File: config.mk
export PLATFORM = sky130hd
export DESIGN_NAME = rgb_to_hsv_converter
export DESIGN_NICKNAME = d
export VERILOG_FILES = /design/src/rtl/rhc_pkg.sv /design/src/rtl/rgb_to_hsv_converter.sv /design/src/rtl/rhc_front.sv /design/src/rtl/rhc_div_cell.sv /design/src/rtl/rhc_back.sv
export SDC_FILE = /design/constraint.sdc
export NUM_CORES = 1
export LEC_CHECK = 0
export BUFFER_PORTS_ARGS = -buffer_cell sky130_fd_sc_hd__clkbuf_2
export CELL_PAD_IN_SITES_DETAIL_PLACEMENT = 1
export CELL_PAD_IN_SITES_GLOBAL_PLACEMENT = 2
export CORE_UTILIZATION = 41
export CTS_CLUSTER_DIAMETER = 80
export DETAILED_ROUTE_END_ITERATION = 7
export PLACE_DENSITY_LB_ADDON = 0.08
export SLEW_MARGIN = 20
export SYNTH_ARGS = -nofsm -noshare
export SYNTH_HDL_FRONTEND = slang
export SYNTH_SLANG_ARGS = --single-unit
File: constraint.sdc
create_clock -name clk_i -period 21.5 [get_ports clk_i]
set_input_delay 0 -clock clk_i [delete_from_list [all_inputs] [get_ports clk_i]]
set_output_delay 0 -clock clk_i [all_outputs]
set_load 0.02 [all_outputs]
File: src/rtl/rhc_pkg.sv
// Package for the RGB to HSV converter: word types, constants and divider lane type.
`default_nettype none

package rhc_pkg;

  // Channel and result widths
  localparam int unsigned ChanWidth = 8;
  localparam int unsigned HueWidth  = 15;

  // One quotient bit is resolved per divider cell
  localparam int unsigned QuoWidth  = 12;
  localparam int unsigned NumCells  = QuoWidth;

  // Hue angles in 1/64 degree
  localparam logic [15:0] HueFullTurn  = 16'd23040;
  localparam logic [15:0] HueBaseRed   = 16'd0;
  localparam logic [15:0] HueBaseGreen = 16'd7680;
  localparam logic [15:0] HueBaseBlue  = 16'd15360;

  // Input word
  typedef struct packed {
    logic [ChanWidth-1:0] red;
    logic [ChanWidth-1:0] green;
    logic [ChanWidth-1:0] blue;
  } rhc_pixel_t;

  // Output word
  typedef struct packed {
    logic [HueWidth-1:0]  hue;
    logic [ChanWidth-1:0] saturation;
    logic [ChanWidth-1:0] value;
  } rhc_hsv_t;

  // Which channel is largest
  typedef enum logic [1:0] {
    SecRed,
    SecGreen,
    SecBlue
  } rhc_sector_e;

  // One restoring-division lane: partial remainder, dividend bits still to
  // shift in, divisor and quotient built so far
  typedef struct packed {
    logic [ChanWidth-1:0] rem;
    logic [QuoWidth-1:0]  num;
    logic [ChanWidth-1:0] den;
    logic [QuoWidth-1:0]  quo;
  } rhc_lane_t;

  // Data moving down the cell chain
  typedef struct packed {
    rhc_lane_t            sat;
    rhc_lane_t            hue;
    logic [ChanWidth-1:0] value;
    rhc_sector_e          sector;
    logic                 neg;
    logic                 grey;
  } rhc_div_t;

endpackage

`default_nettype wire

File: src/rtl/rgb_to_hsv_converter.sv
// RGB to HSV converter: front stage, a chain of divider cells and an output stage.
//
// Usage:
//   Input channel in_valid_i / in_stall_o / in_word_i carries one RGB pixel per
//   word. Output channel out_valid_o / out_stall_i / out_word_o carries hue
//   (1/64 degree), saturation and value. A word moves when valid is high and
//   stall is low at a rising clock edge.
//   The pipeline is one front register, twelve divider cells (one
//   quotient bit of both the saturation and the hue division per cell) and
//   the output register. Throughput is one pixel per clock while the output
//   is not stalled; the cell chain holds up to 14 pixels in flight.
//   When the receiver stalls while a result waits in the output register,
//   the whole chain holds and in_stall_o rises in the same cycle; otherwise
//   the chain advances and empty slots are refilled.
//   Reset clears all valid flags; no result is presented until a new pixel
//   has passed through the chain.
`default_nettype none

module rgb_to_hsv_converter
  import rhc_pkg::*;
(
  input  wire logic       clk_i,
  input  wire logic       rst_ni,
  input  wire logic       in_valid_i,
  output logic            in_stall_o,
  input  wire rhc_pixel_t in_word_i,
  output logic            out_valid_o,
  input  wire logic       out_stall_i,
  output rhc_hsv_t        out_word_o
);

  logic     advance;
  logic     chain_valid [NumCells+1];
  rhc_div_t chain_word  [NumCells+1];

  // Chain holds only while a finished result is blocked
  assign advance    = !(out_valid_o && out_stall_i);
  assign in_stall_o = !advance;

  rhc_front u_front (
    .clk_i   (clk_i),
    .rst_ni  (rst_ni),
    .en_i    (advance),
    .valid_i (in_valid_i),
    .word_i  (in_word_i),
    .valid_o (chain_valid[0]),
    .word_o  (chain_word[0])
  );

  // Divider cells, one quotient bit each
  for (genvar i = 0; i < NumCells; i++) begin : g_cell
    rhc_div_cell u_cell (
      .clk_i   (clk_i),
      .rst_ni  (rst_ni),
      .en_i    (advance),
      .valid_i (chain_valid[i]),
      .word_i  (chain_word[i]),
      .valid_o (chain_valid[i+1]),
      .word_o  (chain_word[i+1])
    );
  end

  rhc_back u_back (
    .clk_i   (clk_i),
    .rst_ni  (rst_ni),
    .en_i    (advance),
    .valid_i (chain_valid[NumCells]),
    .word_i  (chain_word[NumCells]),
    .valid_o (out_valid_o),
    .word_o  (out_word_o)
  );

endmodule

`default_nettype wire

File: src/rtl/rhc_front.sv
// Front stage: max/min, sector pick, signed difference and both dividends.
`default_nettype none

module rhc_front
  import rhc_pkg::*;
(
  input  wire logic       clk_i,
  input  wire logic       rst_ni,
  input  wire logic       en_i,
  input  wire logic       valid_i,
  input  wire rhc_pixel_t word_i,
  output logic            valid_o,
  output rhc_div_t        word_o
);

  logic [7:0]  hi;
  logic [7:0]  lo;
  logic [7:0]  delta;
  logic [8:0]  diff;
  logic [7:0]  mag;
  logic [15:0] sat_num;
  logic [19:0] hue_num;
  rhc_sector_e sector;
  rhc_div_t    word_d;
  rhc_div_t    word_q;
  logic        valid_q;

  // Largest and smallest channel
  always_comb begin
    hi = word_i.blue;
    if (hi < word_i.green) hi = word_i.green;
    if (hi < word_i.red)   hi = word_i.red;
    lo = word_i.blue;
    if (lo > word_i.green) lo = word_i.green;
    if (lo > word_i.red)   lo = word_i.red;
    delta = hi - lo;
  end

  // Sector and difference; red wins ties, then green
  always_comb begin
    priority if (word_i.red == hi) begin
      sector = SecRed;
      diff   = {1'b0, word_i.green} - {1'b0, word_i.blue};
    end else if (word_i.green == hi) begin
      sector = SecGreen;
      diff   = {1'b0, word_i.blue} - {1'b0, word_i.red};
    end else begin
      sector = SecBlue;
      diff   = {1'b0, word_i.red} - {1'b0, word_i.green};
    end
    mag = diff[8] ? 8'(-diff) : diff[7:0];
  end

  // Dividends: 255*delta and 3840*|diff|
  always_comb begin
    sat_num = {delta, 8'd0} - {8'd0, delta};
    hue_num = {mag, 12'd0} - {4'd0, mag, 8'd0};

    word_d.sat.rem = {4'd0, sat_num[15:12]};
    word_d.sat.num = sat_num[11:0];
    word_d.sat.den = hi;
    word_d.sat.quo = '0;
    word_d.hue.rem = hue_num[19:12];
    word_d.hue.num = hue_num[11:0];
    word_d.hue.den = delta;
    word_d.hue.quo = '0;
    word_d.value   = hi;
    word_d.sector  = sector;
    word_d.neg     = diff[8];
    word_d.grey    = (delta == 8'd0);
  end

  always_ff @(posedge clk_i or negedge rst_ni) begin
    if (!rst_ni) begin
      valid_q <= 1'b0;
    end else if (en_i) begin
      valid_q <= valid_i;
    end
  end

  always_ff @(posedge clk_i) begin
    if (en_i) begin
      word_q <= word_d;
    end
  end

  assign valid_o = valid_q;
  assign word_o  = word_q;

endmodule

`default_nettype wire

File: src/rtl/rhc_div_cell.sv
// Divider cell: resolves one quotient bit of both the saturation and hue lanes.
`default_nettype none

module rhc_div_cell
  import rhc_pkg::*;
(
  input  wire logic     clk_i,
  input  wire logic     rst_ni,
  input  wire logic     en_i,
  input  wire logic     valid_i,
  input  wire rhc_div_t word_i,
  output logic          valid_o,
  output rhc_div_t      word_o
);

  // One restoring step: shift in next dividend bit, subtract if it fits
  function automatic rhc_lane_t lane_step(rhc_lane_t l);
    rhc_lane_t  r;
    logic [8:0] trial;
    r     = l;
    trial = {l.rem, l.num[QuoWidth-1]};
    r.num = {l.num[QuoWidth-2:0], 1'b0};
    if (trial >= {1'b0, l.den}) begin
      r.rem = 8'(trial - {1'b0, l.den});
      r.quo = {l.quo[QuoWidth-2:0], 1'b1};
    end else begin
      r.rem = trial[7:0];
      r.quo = {l.quo[QuoWidth-2:0], 1'b0};
    end
    return r;
  endfunction

  rhc_div_t word_d;
  rhc_div_t word_q;
  logic     valid_q;

  always_comb begin
    word_d     = word_i;
    word_d.sat = lane_step(word_i.sat);
    word_d.hue = lane_step(word_i.hue);
  end

  always_ff @(posedge clk_i or negedge rst_ni) begin
    if (!rst_ni) begin
      valid_q <= 1'b0;
    end else if (en_i) begin
      valid_q <= valid_i;
    end
  end

  always_ff @(posedge clk_i) begin
    if (en_i) begin
      word_q <= word_d;
    end
  end

  assign valid_o = valid_q;
  assign word_o  = word_q;

endmodule

`default_nettype wire

File: src/rtl/rhc_back.sv
// Back stage: sector base plus signed offset, wrap, grey override; output register.
`default_nettype none

module rhc_back
  import rhc_pkg::*;
(
  input  wire logic     clk_i,
  input  wire logic     rst_ni,
  input  wire logic     en_i,
  input  wire logic     valid_i,
  input  wire rhc_div_t word_i,
  output logic          valid_o,
  output rhc_hsv_t      word_o
);

  logic [15:0] base;
  logic [15:0] offset;
  logic [15:0] sum;
  logic [15:0] hue;
  rhc_hsv_t    word_d;
  rhc_hsv_t    word_q;
  logic        valid_q;

  // Sector base angle
  always_comb begin
    unique case (word_i.sector)
      SecRed:   base = HueBaseRed;
      SecGreen: base = HueBaseGreen;
      SecBlue:  base = HueBaseBlue;
      default:  base = HueBaseRed;
    endcase
  end

  // Truncated quotient applied with the difference's sign, then wrapped
  always_comb begin
    offset = {4'd0, word_i.hue.quo};
    sum    = word_i.neg ? (base - offset) : (base + offset);
    priority if (sum[15]) begin
      hue = sum + HueFullTurn;
    end else if (sum >= HueFullTurn) begin
      hue = sum - HueFullTurn;
    end else begin
      hue = sum;
    end

    word_d.value = word_i.value;
    if (word_i.grey) begin
      word_d.hue        = '0;
      word_d.saturation = '0;
    end else begin
      word_d.hue        = hue[HueWidth-1:0];
      word_d.saturation = word_i.sat.quo[ChanWidth-1:0];
    end
  end

  always_ff @(posedge clk_i or negedge rst_ni) begin
    if (!rst_ni) begin
      valid_q <= 1'b0;
    end else if (en_i) begin
      valid_q <= valid_i;
    end
  end

  always_ff @(posedge clk_i) begin
    if (en_i) begin
      word_q <= word_d;
    end
  end

  assign valid_o = valid_q;
  assign word_o  = word_q;

endmodule

`default_nettype wire

==> results of run 1 <==
## placed cells by master, fill, tap and decap left out, drive strengths merged, types with 7 or more instances in the layout
cell,count
fa,27
or4,19
nor3,11
nand2,186
xor2,68
clkbuf,154
edfxtp,661
o21ai,264
mux2i,17
buf,7
nand4,37
nand3,28
bufinv,13
a21o,59
clkinv,28
nor2b,71
inv,317
or3,8
nor2,145
o31ai,49
a21oi,81
xnor2,62
dfrtp,14
ha,256
o21bai,8
o211a,18
mux2,13
and2,46
nand2b,70
o21a,8
## worst min-delay path: cells and delay by family
family | cells | cell delay [ns]
AND/OR/NAND/NOR | 1 | 0.08
AO/OA/AOI/OAI | 1 | 0.19
buffers and inverters | 1 | 0.22
## worst paths after layout
| path | start | to | slack (ns) | cells past startpoint |
|---|---|---|---|---|
| max reg2reg | u_back.valid_o | u_front.valid_o | 17.23 | 6 |
| min | in_word_i[21] | u_front.word_o[69] | 0.05 | 3 |
| min reg2reg | g_cell[0].u_cell.word_o[75] | g_cell[1].u_cell.word_o[76] | 0.40 | 0 |
| max in group asynchronous | rst_ni | g_cell[6].u_cell.valid_o | 20.41 | 3 |
| max | in_word_i[7] | u_front.word_o[48] | 14.60 | 31 |
| min in group asynchronous | rst_ni | g_cell[0].u_cell.valid_o | 0.53 | 3 |
## per-stage QoR
step,hold slack (ns),util [%],instances
after floorplan,-0.296,-,2646
after global placement,-0.0546,43.4,3737
after detailed placement,-0.0419,43.4,3737
after CTS,0.00535,46.7,3881
after global routing,0.0295,46.8,3882
final,0.0467,46.8,3882
## final cells by class
type	instances	area (um^2)	area share [%]
clock buffers	94	2040	5.42
clock inverters	45	606	1.61
inverters	314	1180	3.13
multi-input cells	1622	11900	31.5
flip-flops and latches	675	20200	53.6
well taps	1060	1330	3.52
repair buffers	72	453	1.20
## cells by family after synthesis
| family | synth area share [%] |
|---|---|
| and+or+nand+nor | 9.51 |
| adders and majority gates | 11.2 |
| xor gates and xnor gates | 3.50 |
| DFF | 60.5 |
| AOI/OAI and AO/OA | 10.3 |
| muxes | 0.948 |
| buffers and inverters | 4.00 |
## state kept, by name, indices dropped and copies added (netlist names)
name,flops
u_back.word_o,31
u_front.valid_o,1
u_back.valid_o,1
g_cell.u_cell.valid_o,12
u_front.word_o,47
g_cell.u_cell.word_o,583
## metal layers
layer	up-vias	GRT usage, %	share of wire, %
li1	9735	-	-
met1	9590	18.6	41
met2	225	31.4	53
met3	132	2.51	2.6
met4	0	6.25	3.1
met5	-	0	0
## where the power goes
group	leakage (nW)	switching, mW	internal [mW]
Clock	1.29	0.516	0.834
Sequential	6.81	0.314	2.43
Combinational	7.36	1.60	1.11
Total	15.5	2.43	4.37
==> out/results.tsv, run 1 <==
stage	metric	value	unit
status	result of the run	complete, no violations	
timing	Setup WS post-layout	14.60	ns
logic_synthesis	Cell Area, Synth	0.0334	mm^2
die	height of the chip	287	um
logic_synthesis	number of enable flip-flop cells after synthesis	661	
die	effective utilization at floorplan	41.5	%
clocking	Clock Sink Count	675	
route	Detailed Route WL	67700	um
logic_synthesis	most common cell in the synthesized netlist	sky130_fd_sc_hd__edfxtp_1	
global_routing	first-pass GRT wire length	109000	um
finish	number of inserted diodes	0	
clocking	CTS tree	built	
finish	filler cell count in the final layout	8358	
worst_setup_path	Critical Path Start Type	primary input	
logic_synthesis	total number of yosys warnings	0	
worst_setup_path	class of the most critical setup path	primary input to register	
die	Std-Cell Core Area	0.0805	mm^2
timing	number of max-slew violations in the final report	0	
global_routing	via count of the first global-routing pass	21187	
clocking	deepest clock path buffer count	3	
timing	clock period minus final worst setup slack	6.90	ns
logic_synthesis	asr flop ratio synth	2.07	%
global_routing	GRT Total Usage	16.6	%
place	pre-CTS WS	14.04	ns
logic_synthesis	gate count of the mapped netlist	2646	
timing	Total Neg Setup Slack	0	ns
timing	setup repair after global routing missed its margin	false	
route	first-iteration detailed-routing DRC count	842	
finish	number of nets in the layout	3072	
route	antenna-violating nets left	0	
clocking	worst-skew pair later-pin latency	0.62	ns
logic_synthesis	average footprint of a synthesized cell	12.6	um^2
global_routing	residual overflow from global routing	0	
die	chip width	287	um
die	Boundary Pins	61	
clocking	number of resized instances in the post-cts repair step	0	
logic_synthesis	sequential area share after synthesis	60.5	%
logic_synthesis	most used flip-flop cell after synthesis	sky130_fd_sc_hd__edfxtp_1	
clocking	total CTS buffers	76	
clocking	clk slew on worst S/H paths	0.06	ns
job	maximum capacitance violations	0	
route	final routed DRC violation total	0	
place	# port buffers	60	
power	Final Total Pwr	6.80	mW
worst_setup_path	critical path required time	21.83	ns
place	routability congestion estimate	0.849	
timing	count of endpoints failing hold in the final timing report	0	
worst_setup_path	delay-heaviest family, CP	compound AO/OA/AOI/OAI gates	
logic_synthesis	post-synthesis cell type count	81	
logic_synthesis	cell types occupying the most area after synthesis	sky130_fd_sc_hd__edfxtp_1 59%, sky130_fd_sc_hd__ha_1 9.6%, sky130_fd_sc_hd__o21ai_0 3.8%	
place	total half-perimeter wirelength after legalization and detailed placement	50500	um
finish	finished layout cell area	0.0377	mm^2
global_routing	largest net degree at the start of global routing	182	
timing	worst-margin pin slew	1.04	ns
worst_setup_path	highest fanout seen on the critical path	8	
finish	share of layout cells above drive strength 1	8.26	%
clocking	number of hold buffers added after CTS	5	
worst_setup_path	kind of end point of the critical path	register	
route	via total after detailed routing	19682	
timing	fmax	145	MHz
route	detailed-routing iteration count for the pre-antenna-repair pass	5	
clocking	number of post-CTS setup repair buffers	0	
logic_synthesis	#FFs+latches synth	675	
die	die area	0.0826	mm^2
clocking	Max H-tree Level	3	
worst_setup_path	Critical-path top delay cell	sky130_fd_sc_hd__xnor2_1	
logic_synthesis	number of nets in the synthesized netlist	2957	
worst_setup_path	CP Buf/Inv Count	4	
clocking	root cell of the clock tree	sky130_fd_sc_hd__clkbuf_16	
power	total power divided by cell area	181	mW/mm^2
timing	setup skew after layout	0.0586	ns
logic_synthesis	area share of the largest cell type after synthesis	59.4	%
route	WL per Instance	17.4	um
power	standby leakage power	15.5	nW
logic_synthesis	top cells by instance count after synthesis	661 x sky130_fd_sc_hd__edfxtp_1, 312 x sky130_fd_sc_hd__inv_1, 256 x sky130_fd_sc_hd__ha_1	
finish	Layout Area Growth over Synthesis	12.8	%
die	placement row count	104	
logic_synthesis	leading area contributor after synthesis	sky130_fd_sc_hd__edfxtp_1	
worst_setup_path	Worst EP arrival	7.23	ns
worst_setup_path	peak per-stage delay on the critical path	0.51	ns
timing	worst slew slack as a fraction of its limit	30.6	%
route	per-cell via count in the routed design	5.07	
worst_setup_path	cell with the most instances on the worst path	sky130_fd_sc_hd__a21oi_1	
place	Post-Place Cell Area	0.0350	mm^2
timing	final clock period utilization by the worst path	32.1	%
worst_hold_path	type of the worst min-delay path	primary input to register	
global_routing	initial antenna violation count	1	
timing	Finish-stage setup viols	0	
power	largest voltage drop on the vdd net	0.0633	mV
Note: power is estimated with default switching activity, not from simulation.
==> run 2: changes to the inputs <==
Settings changed: ABC_AREA set to 1, CORE_UTILIZATION 41 to 43.
Clock period 21.5 ns to 6.85 ns, I/O delays scaled along.
==> out/results.tsv, run 2 <==
stage	metric	value	unit	change
finish	number of nets in the layout	3393		+10%
clocking	total CTS buffers	76		unchanged
finish	number of inserted diodes	0		unchanged
clocking	clk slew on worst S/H paths	0.06	ns	about the same
logic_synthesis	top cells by instance count after synthesis	661 x sky130_fd_sc_hd__edfxtp_1, 468 x sky130_fd_sc_hd__inv_1, 351 x sky130_fd_sc_hd__nand2_1		
timing	worst-margin pin slew	1.09	ns	+0.0534 ns
global_routing	via count of the first global-routing pass	22084		+4.2%
timing	setup repair after global routing missed its margin	false		
worst_setup_path	Worst EP arrival	5.72	ns	-1.51 ns
route	Detailed Route WL	69000	um	+2.0%
logic_synthesis	most used flip-flop cell after synthesis	sky130_fd_sc_hd__edfxtp_1		
worst_setup_path	beginning of the worst register-to-register path	g_cell[11].u_cell.word_o[12]		
route	detailed-routing iteration count for the pre-antenna-repair pass	5		unchanged
route	final routed DRC violation total	0		unchanged
clocking	Clock Sink Count	675		unchanged
route	WL per Instance	16.5	um	-5.1%
route	antenna-violating nets left	0		unchanged
worst_setup_path	kind of end point of the critical path	register		
job	maximum capacitance violations	0		unchanged
finish	Layout Area Growth over Synthesis	12.3	%	
timing	Finish-stage setup viols	0		unchanged
logic_synthesis	Cell Area, Synth	0.0334	mm^2	+0.15%
timing	setup skew after layout	0.0228	ns	-0.0357 ns
global_routing	GRT Total Usage	18.0	%	+1.3 points
worst_setup_path	number of cell instances on the worst register-to-register path	16		+10
timing	worst slew slack as a fraction of its limit	27.2	%	-3.4 points
logic_synthesis	cell types occupying the most area after synthesis	sky130_fd_sc_hd__edfxtp_1 59%, sky130_fd_sc_hd__ha_1 9.6%, sky130_fd_sc_hd__inv_1 5.3%		
die	Std-Cell Core Area	0.0765	mm^2	-5.1%
global_routing	residual overflow from global routing	0		unchanged
logic_synthesis	most common cell in the synthesized netlist	sky130_fd_sc_hd__edfxtp_1		
timing	Total Neg Setup Slack	0	ns	unchanged
logic_synthesis	post-synthesis cell type count	52		-36%
route	via total after detailed routing	20748		+5.4%
timing	final clock period utilization by the worst path	78.6	%	
status	result of the run	complete, no violations		
logic_synthesis	#FFs+latches synth	675		unchanged
finish	commonest cells after routing, fill and taps aside	661 x sky130_fd_sc_hd__edfxtp_1, 468 x sky130_fd_sc_hd__inv_1, 350 x sky130_fd_sc_hd__nand2_1		
place	# port buffers	60		unchanged
clocking	number of hold buffers added after CTS	7		+2
finish	max reg flops	583		unchanged
worst_setup_path	cell with the most instances on the worst path	sky130_fd_sc_hd__nand2_1		
die	effective utilization at floorplan	43.7	%	+2.3 points
clocking	number of resized instances in the post-cts repair step	0		unchanged
worst_setup_path	endpoint of the worst-slack reg-to-reg timing path	u_back.word_o[28]		
clocking	deepest clock path buffer count	3		unchanged
logic_synthesis	leading area contributor after synthesis	sky130_fd_sc_hd__edfxtp_1		
timing	number of max-slew violations in the final report	0		unchanged
worst_hold_path	start point of the worst min-delay path	in_word_i[19]		
logic_synthesis	sequential area share after synthesis	60.4	%	-0.088 points
worst_setup_path	peak per-stage delay on the critical path	0.55	ns	+0.04 ns
global_routing	initial antenna violation count	0		-1
die	height of the chip	281	um	-2.3%
worst_setup_path	class of the most critical setup path	primary input to register		
worst_setup_path	highest fanout seen on the critical path	18		+10
clocking	Max H-tree Level	3		unchanged
timing	clock period minus final worst setup slack	5.39	ns	
finish	share of layout cells above drive strength 1	7.48	%	-0.77 points
timing	fmax	186	MHz	
clocking	number of post-CTS setup repair buffers	0		unchanged
worst_hold_path	type of the worst min-delay path	primary input to register		
die	Boundary Pins	61		unchanged
logic_synthesis	gate count of the mapped netlist	2962		+12%
global_routing	largest net degree at the start of global routing	197		+8.2%
global_routing	first-pass GRT wire length	113000	um	+4.3%
worst_hold_path	worst hold path stage count	3		unchanged
clocking	CTS tree	built		
logic_synthesis	number of enable flip-flop cells after synthesis	661		unchanged
die	placement row count	101		-2.9%
worst_setup_path	FF-to-FF setup slack	3.07	ns	-14.16 ns
worst_setup_path	Critical Path Start Type	primary input		
place	total half-perimeter wirelength after legalization and detailed placement	51600	um	+2.3%
logic_synthesis	number of nets in the synthesized netlist	3273		+11%
finish	most common library cell in the layout ignoring fill and taps	sky130_fd_sc_hd__edfxtp_1		
logic_synthesis	asr flop ratio synth	2.07	%	unchanged
logic_synthesis	average footprint of a synthesized cell	11.3	um^2	-11%
clocking	worst-skew pair later-pin latency	0.60	ns	-0.02 ns
clocking	root cell of the clock tree	sky130_fd_sc_hd__clkbuf_16		
die	chip width	281	um	-2.3%
worst_setup_path	Critical-path top delay cell	sky130_fd_sc_hd__o21ai_0		
route	per-cell via count in the routed design	4.97		-1.9%
route	first-iteration detailed-routing DRC count	904		+7.4%
logic_synthesis	total number of yosys warnings	0		unchanged
logic_synthesis	area share of the largest cell type after synthesis	59.4	%	-0.087 points
die	die area	0.0789	mm^2	-4.5%
place	routability congestion estimate	0.859		+1.2%
worst_hold_path	Worst Hold Path EP	u_front.word_o[67]		
worst_setup_path	critical path required time	7.18	ns	-14.65 ns
timing	count of endpoints failing hold in the final timing report	0		unchanged
[run 2: cell types whose count changed in the layout (fill, tap and decap cells not counted), moves of 56 or more]
cell | before | now
sky130_fd_sc_hd__a21o_1 | 59 | 3
sky130_fd_sc_hd__a21oi_1 | 75 | 233
sky130_fd_sc_hd__inv_1 | 312 | 468
sky130_fd_sc_hd__nand2_1 | 184 | 350
sky130_fd_sc_hd__nand2b_1 | 69 | 0
sky130_fd_sc_hd__nand3_1 | 25 | 81
sky130_fd_sc_hd__nor2_1 | 144 | 326
sky130_fd_sc_hd__nor2b_1 | 69 | 0
sky130_fd_sc_hd__o21ai_0 | 254 | 154
[run 2: metal layers]
metal / vias to the layer above / GRT usage (%) / share of wire, %
met5: - / 0 / 0
met4: 0 / 6.14 / 3.0
met3: 123 / 2.72 / 2.8
met2: 241 / 32.9 / 52
met1: 10001 / 21.3 / 43
li1: 10383 / - / -
[run 2: area by class of cell]
type                            instances  area (um^2)
Clock buffer                           90         2000
Clock inverter                         47          492
Fill cell                            8155        38900
Inverter                              475         1780
Multi-Input combinational cell       1778        11300
Sequential cell                       675        20200
Tap cell                             1030         1290
Timing Repair Buffer                   76          475
[run 2: cell families after synthesis]
logic type / share of synthesized area (%)
XOR/XNOR: 3.82
flip-flops: 60.4
adder cells (fa/ha/maj): 11.2
AND/OR/NAND/NOR: 11.3
buffers and inverters: 5.79
AO/OA/AOI/OAI: 7.50
[run 2: through the flow]
stage	cells	hold slack (ns)	utilization, %	instance area [um^2]	worst slack, ns
after CTS	4171	0.00833	49.1	37500	1.43
after global routing	4171	0.0133	49.1	37600	0.788
after global placement	4027	-0.0920	45.8	35000	1.08
final	4171	0.0355	49.1	37600	1.46
after floorplan	2962	-0.296	-	33400	0.919
after detailed placement	4027	-0.0644	45.8	35000	0.795
[run 2: critical path, delay by kind of cell]
family,cells,cell delay (ns)
xor gates and xnor gates,1,0.25
AOI/OAI and AO/OA,8,1.61
adders and majority gates,4,1.38
buffers and inverters,5,0.52
and+or+nand+nor,14,1.94
[run 2: worst max-delay path by stage]
stage	from	to	slack [ns]	cells past startpoint
5_1_grt	in_word_i[4]	u_front.word_o[83]	0.79	32
4_1_cts	in_word_i[4]	u_front.word_o[83]	1.43	32
3_3_place_gp	in_word_i[4]	u_front.word_o[83]	1.08	34
3_5_place_dp	in_word_i[4]	u_front.word_o[83]	0.79	32
6_report	in_word_i[4]	u_front.word_o[83]	1.46	32
2_1_floorplan	u_back.valid_o	g_cell[0].u_cell.word_o[0]	0.92	2
Power of run 2 is not shown: default switching activity piles up to over one toggle a cycle in this logic, so the estimate is an artifact.
==> run 3: changes to the inputs <==
Clock period 6.85 ns to 5.31 ns, I/O delays scaled along.
==> out/results.tsv, run 3 (synthesis gave the netlist of run 2 again) <==
stage	metric	value	unit	change
worst_setup_path	peak per-stage delay on the critical path	0.53	ns	-0.02 ns
place	# port buffers	60		unchanged
timing	worst-margin pin slew	0.867	ns	-0.225 ns
clocking	total CTS buffers	75		-1.3%
die	height of the chip	281	um	unchanged
global_routing	via count of the first global-routing pass	22341		+1.2%
timing	Finish-stage setup viols	0		unchanged
clocking	Clock Sink Count	675		unchanged
global_routing	largest net degree at the start of global routing	147		-25%
die	Std-Cell Core Area	0.0765	mm^2	unchanged
worst_setup_path	Worst EP arrival	5.17	ns	-0.55 ns
finish	Layout Area Growth over Synthesis	13.3	%	
worst_setup_path	cell with the most instances on the worst path	sky130_fd_sc_hd__nand2_1		
finish	number of nets in the layout	3426		+0.97%
timing	worst slew slack as a fraction of its limit	42.0	%	+15 points
clocking	Max H-tree Level	3		unchanged
clocking	worst-skew pair later-pin latency	0.61	ns	about the same
worst_setup_path	class of the most critical setup path	primary input to register		
die	effective utilization at floorplan	43.7	%	unchanged
clocking	root cell of the clock tree	sky130_fd_sc_hd__clkbuf_16		
timing	setup skew after layout	0.0200	ns	-0.00282 ns
timing	fmax	208	MHz	
place	total half-perimeter wirelength after legalization and detailed placement	52700	um	+2.1%
worst_setup_path	Critical Path Start Type	primary input		
timing	final clock period utilization by the worst path	90.7	%	
die	die area	0.0789	mm^2	unchanged
global_routing	first-pass GRT wire length	113000	um	-0.19%
timing	Total Neg Setup Slack	0	ns	unchanged
worst_setup_path	critical path required time	5.66	ns	-1.52 ns
finish	number of inserted diodes	0		unchanged
global_routing	initial antenna violation count	0		unchanged
die	chip width	281	um	unchanged
timing	clock period minus final worst setup slack	4.82	ns	
route	via total after detailed routing	20926		+0.86%
status	result of the run	complete, no violations		
job	maximum capacitance violations	0		unchanged
route	final routed DRC violation total	0		unchanged
route	Detailed Route WL	69200	um	+0.24%
route	WL per Instance	16.5	um	-0.48%
route	detailed-routing iteration count for the pre-antenna-repair pass	7		+2
worst_hold_path	type of the worst min-delay path	primary input to register		
die	placement row count	101		unchanged
die	Boundary Pins	61		unchanged
finish	filler cell count in the final layout	8107		-0.59%
finish	share of layout cells above drive strength 1	8.58	%	+1.1 points
route	per-cell via count in the routed design	4.98		+0.14%
worst_setup_path	highest fanout seen on the critical path	13		-5
timing	number of max-slew violations in the final report	0		unchanged
finish	max reg flops	583		unchanged
global_routing	GRT Total Usage	18.0	%	+0.021 points
clocking	CTS tree	built		
finish	commonest cells after routing, fill and taps aside	661 x sky130_fd_sc_hd__edfxtp_1, 468 x sky130_fd_sc_hd__inv_1, 350 x sky130_fd_sc_hd__nand2_1		
clocking	clk slew on worst S/H paths	0.06	ns	about the same
clocking	deepest clock path buffer count	3		unchanged
timing	count of endpoints failing hold in the final timing report	0		unchanged
worst_setup_path	Critical-path top delay cell	sky130_fd_sc_hd__dlygate4sd3_1		
global_routing	residual overflow from global routing	0		unchanged
place	routability congestion estimate	0.919		+7.0%
route	first-iteration detailed-routing DRC count	864		-4.4%
route	antenna-violating nets left	0		unchanged
timing	setup repair after global routing missed its margin	false		
worst_setup_path	kind of end point of the critical path	register		
finish	most common library cell in the layout ignoring fill and taps	sky130_fd_sc_hd__edfxtp_1		
==> run 3: cell count changes in the layout (fill, tap and decap cells not counted), moves of 3 or more <==
cell | before | now
sky130_fd_sc_hd__o21ai_1 | 4 | 8
sky130_fd_sc_hd__buf_12 | 3 | 8
sky130_fd_sc_hd__clkinv_2 | 13 | 9
sky130_fd_sc_hd__buf_4 | 6 | 37
sky130_fd_sc_hd__clkinvlp_4 | 1 | 4
sky130_fd_sc_hd__o21ai_0 | 154 | 150
==> run 3: worst max-delay path: cells and delay by family <==
family / cells / cell delay, ns
AO/OA/AOI/OAI: 3 / 0.43
adder cells (fa/ha/maj): 4 / 0.94
AND/OR/NAND/NOR: 25 / 2.36
buffers and inverters: 9 / 1.43
==> run 3: worst paths after layout <==
| check | start | end | slack [ns] | depth (start not counted) |
|---|---|---|---|---|
| max in group asynchronous | rst_ni | g_cell[11].u_cell.valid_o | 4.38 | 3 |
| hold reg to reg | g_cell[1].u_cell.word_o[12] | g_cell[2].u_cell.word_o[13] | 0.41 | 0 |
| setup reg to reg | g_cell[11].u_cell.word_o[3] | u_back.word_o[28] | 1.52 | 16 |
| hold / removal | in_word_i[20] | u_front.word_o[68] | 0.05 | 3 |
| setup / recovery | in_word_i[0] | u_front.word_o[51] | 0.49 | 41 |
| min in group asynchronous | rst_ni | u_front.valid_o | 0.50 | 3 |
==> run 3: final cells by class <==
| cell class | count | area (um^2) | share of cell area (%) |
|---|---|---|---|
| clock buffers | 92 | 2000 | 5.29 |
| clock inverters | 41 | 465 | 1.23 |
| inverters | 475 | 1780 | 4.71 |
| multi-input cells | 1778 | 11400 | 30.0 |
| flip-flops and latches | 675 | 20200 | 53.3 |
| well taps | 1030 | 1290 | 3.40 |
| repair buffers | 110 | 788 | 2.08 |
==> run 3: timing repair <==
item                       4_1_cts  5_1_grt
setup endpoints to repair        0       11
setup buffers                    0        6
hold endpoints to repair        17        0
hold buffers                     5        0
gates resized for setup          0       11
==> run 3: per-layer routing <==
| metal | track usage (%) | vias to the layer above | routed length [um] |
|---|---|---|---|
| met2 | 32.9 | 254 | 35600 |
| li1 | - | 10443 | - |
| met5 | 0 | - | 0 |
| met3 | 2.60 | 137 | 1940 |
| met1 | 20.8 | 10092 | 29000 |
| met4 | 7.83 | 0 | 2630 |
==> run 3: metrics by stage <==
stage / utilization [%] / cell area, um^2 / cells / hold WS (ns) / setup WS, ns
finish: 49.5 / 37900 / 4201 / 0.0532 / 0.495
global route: 49.5 / 37900 / 4201 / 0.0573 / 0.0160
floorplan: - / 33500 / 2962 / -0.296 / 0.166
CTS: 49.4 / 37800 / 4195 / 0.0253 / 0.287
global placement: 46.1 / 35300 / 4057 / -0.0916 / -0.0353
detailed placement: 46.1 / 35300 / 4057 / -0.0610 / -0.237
Power of run 3 is left out for the same reason.
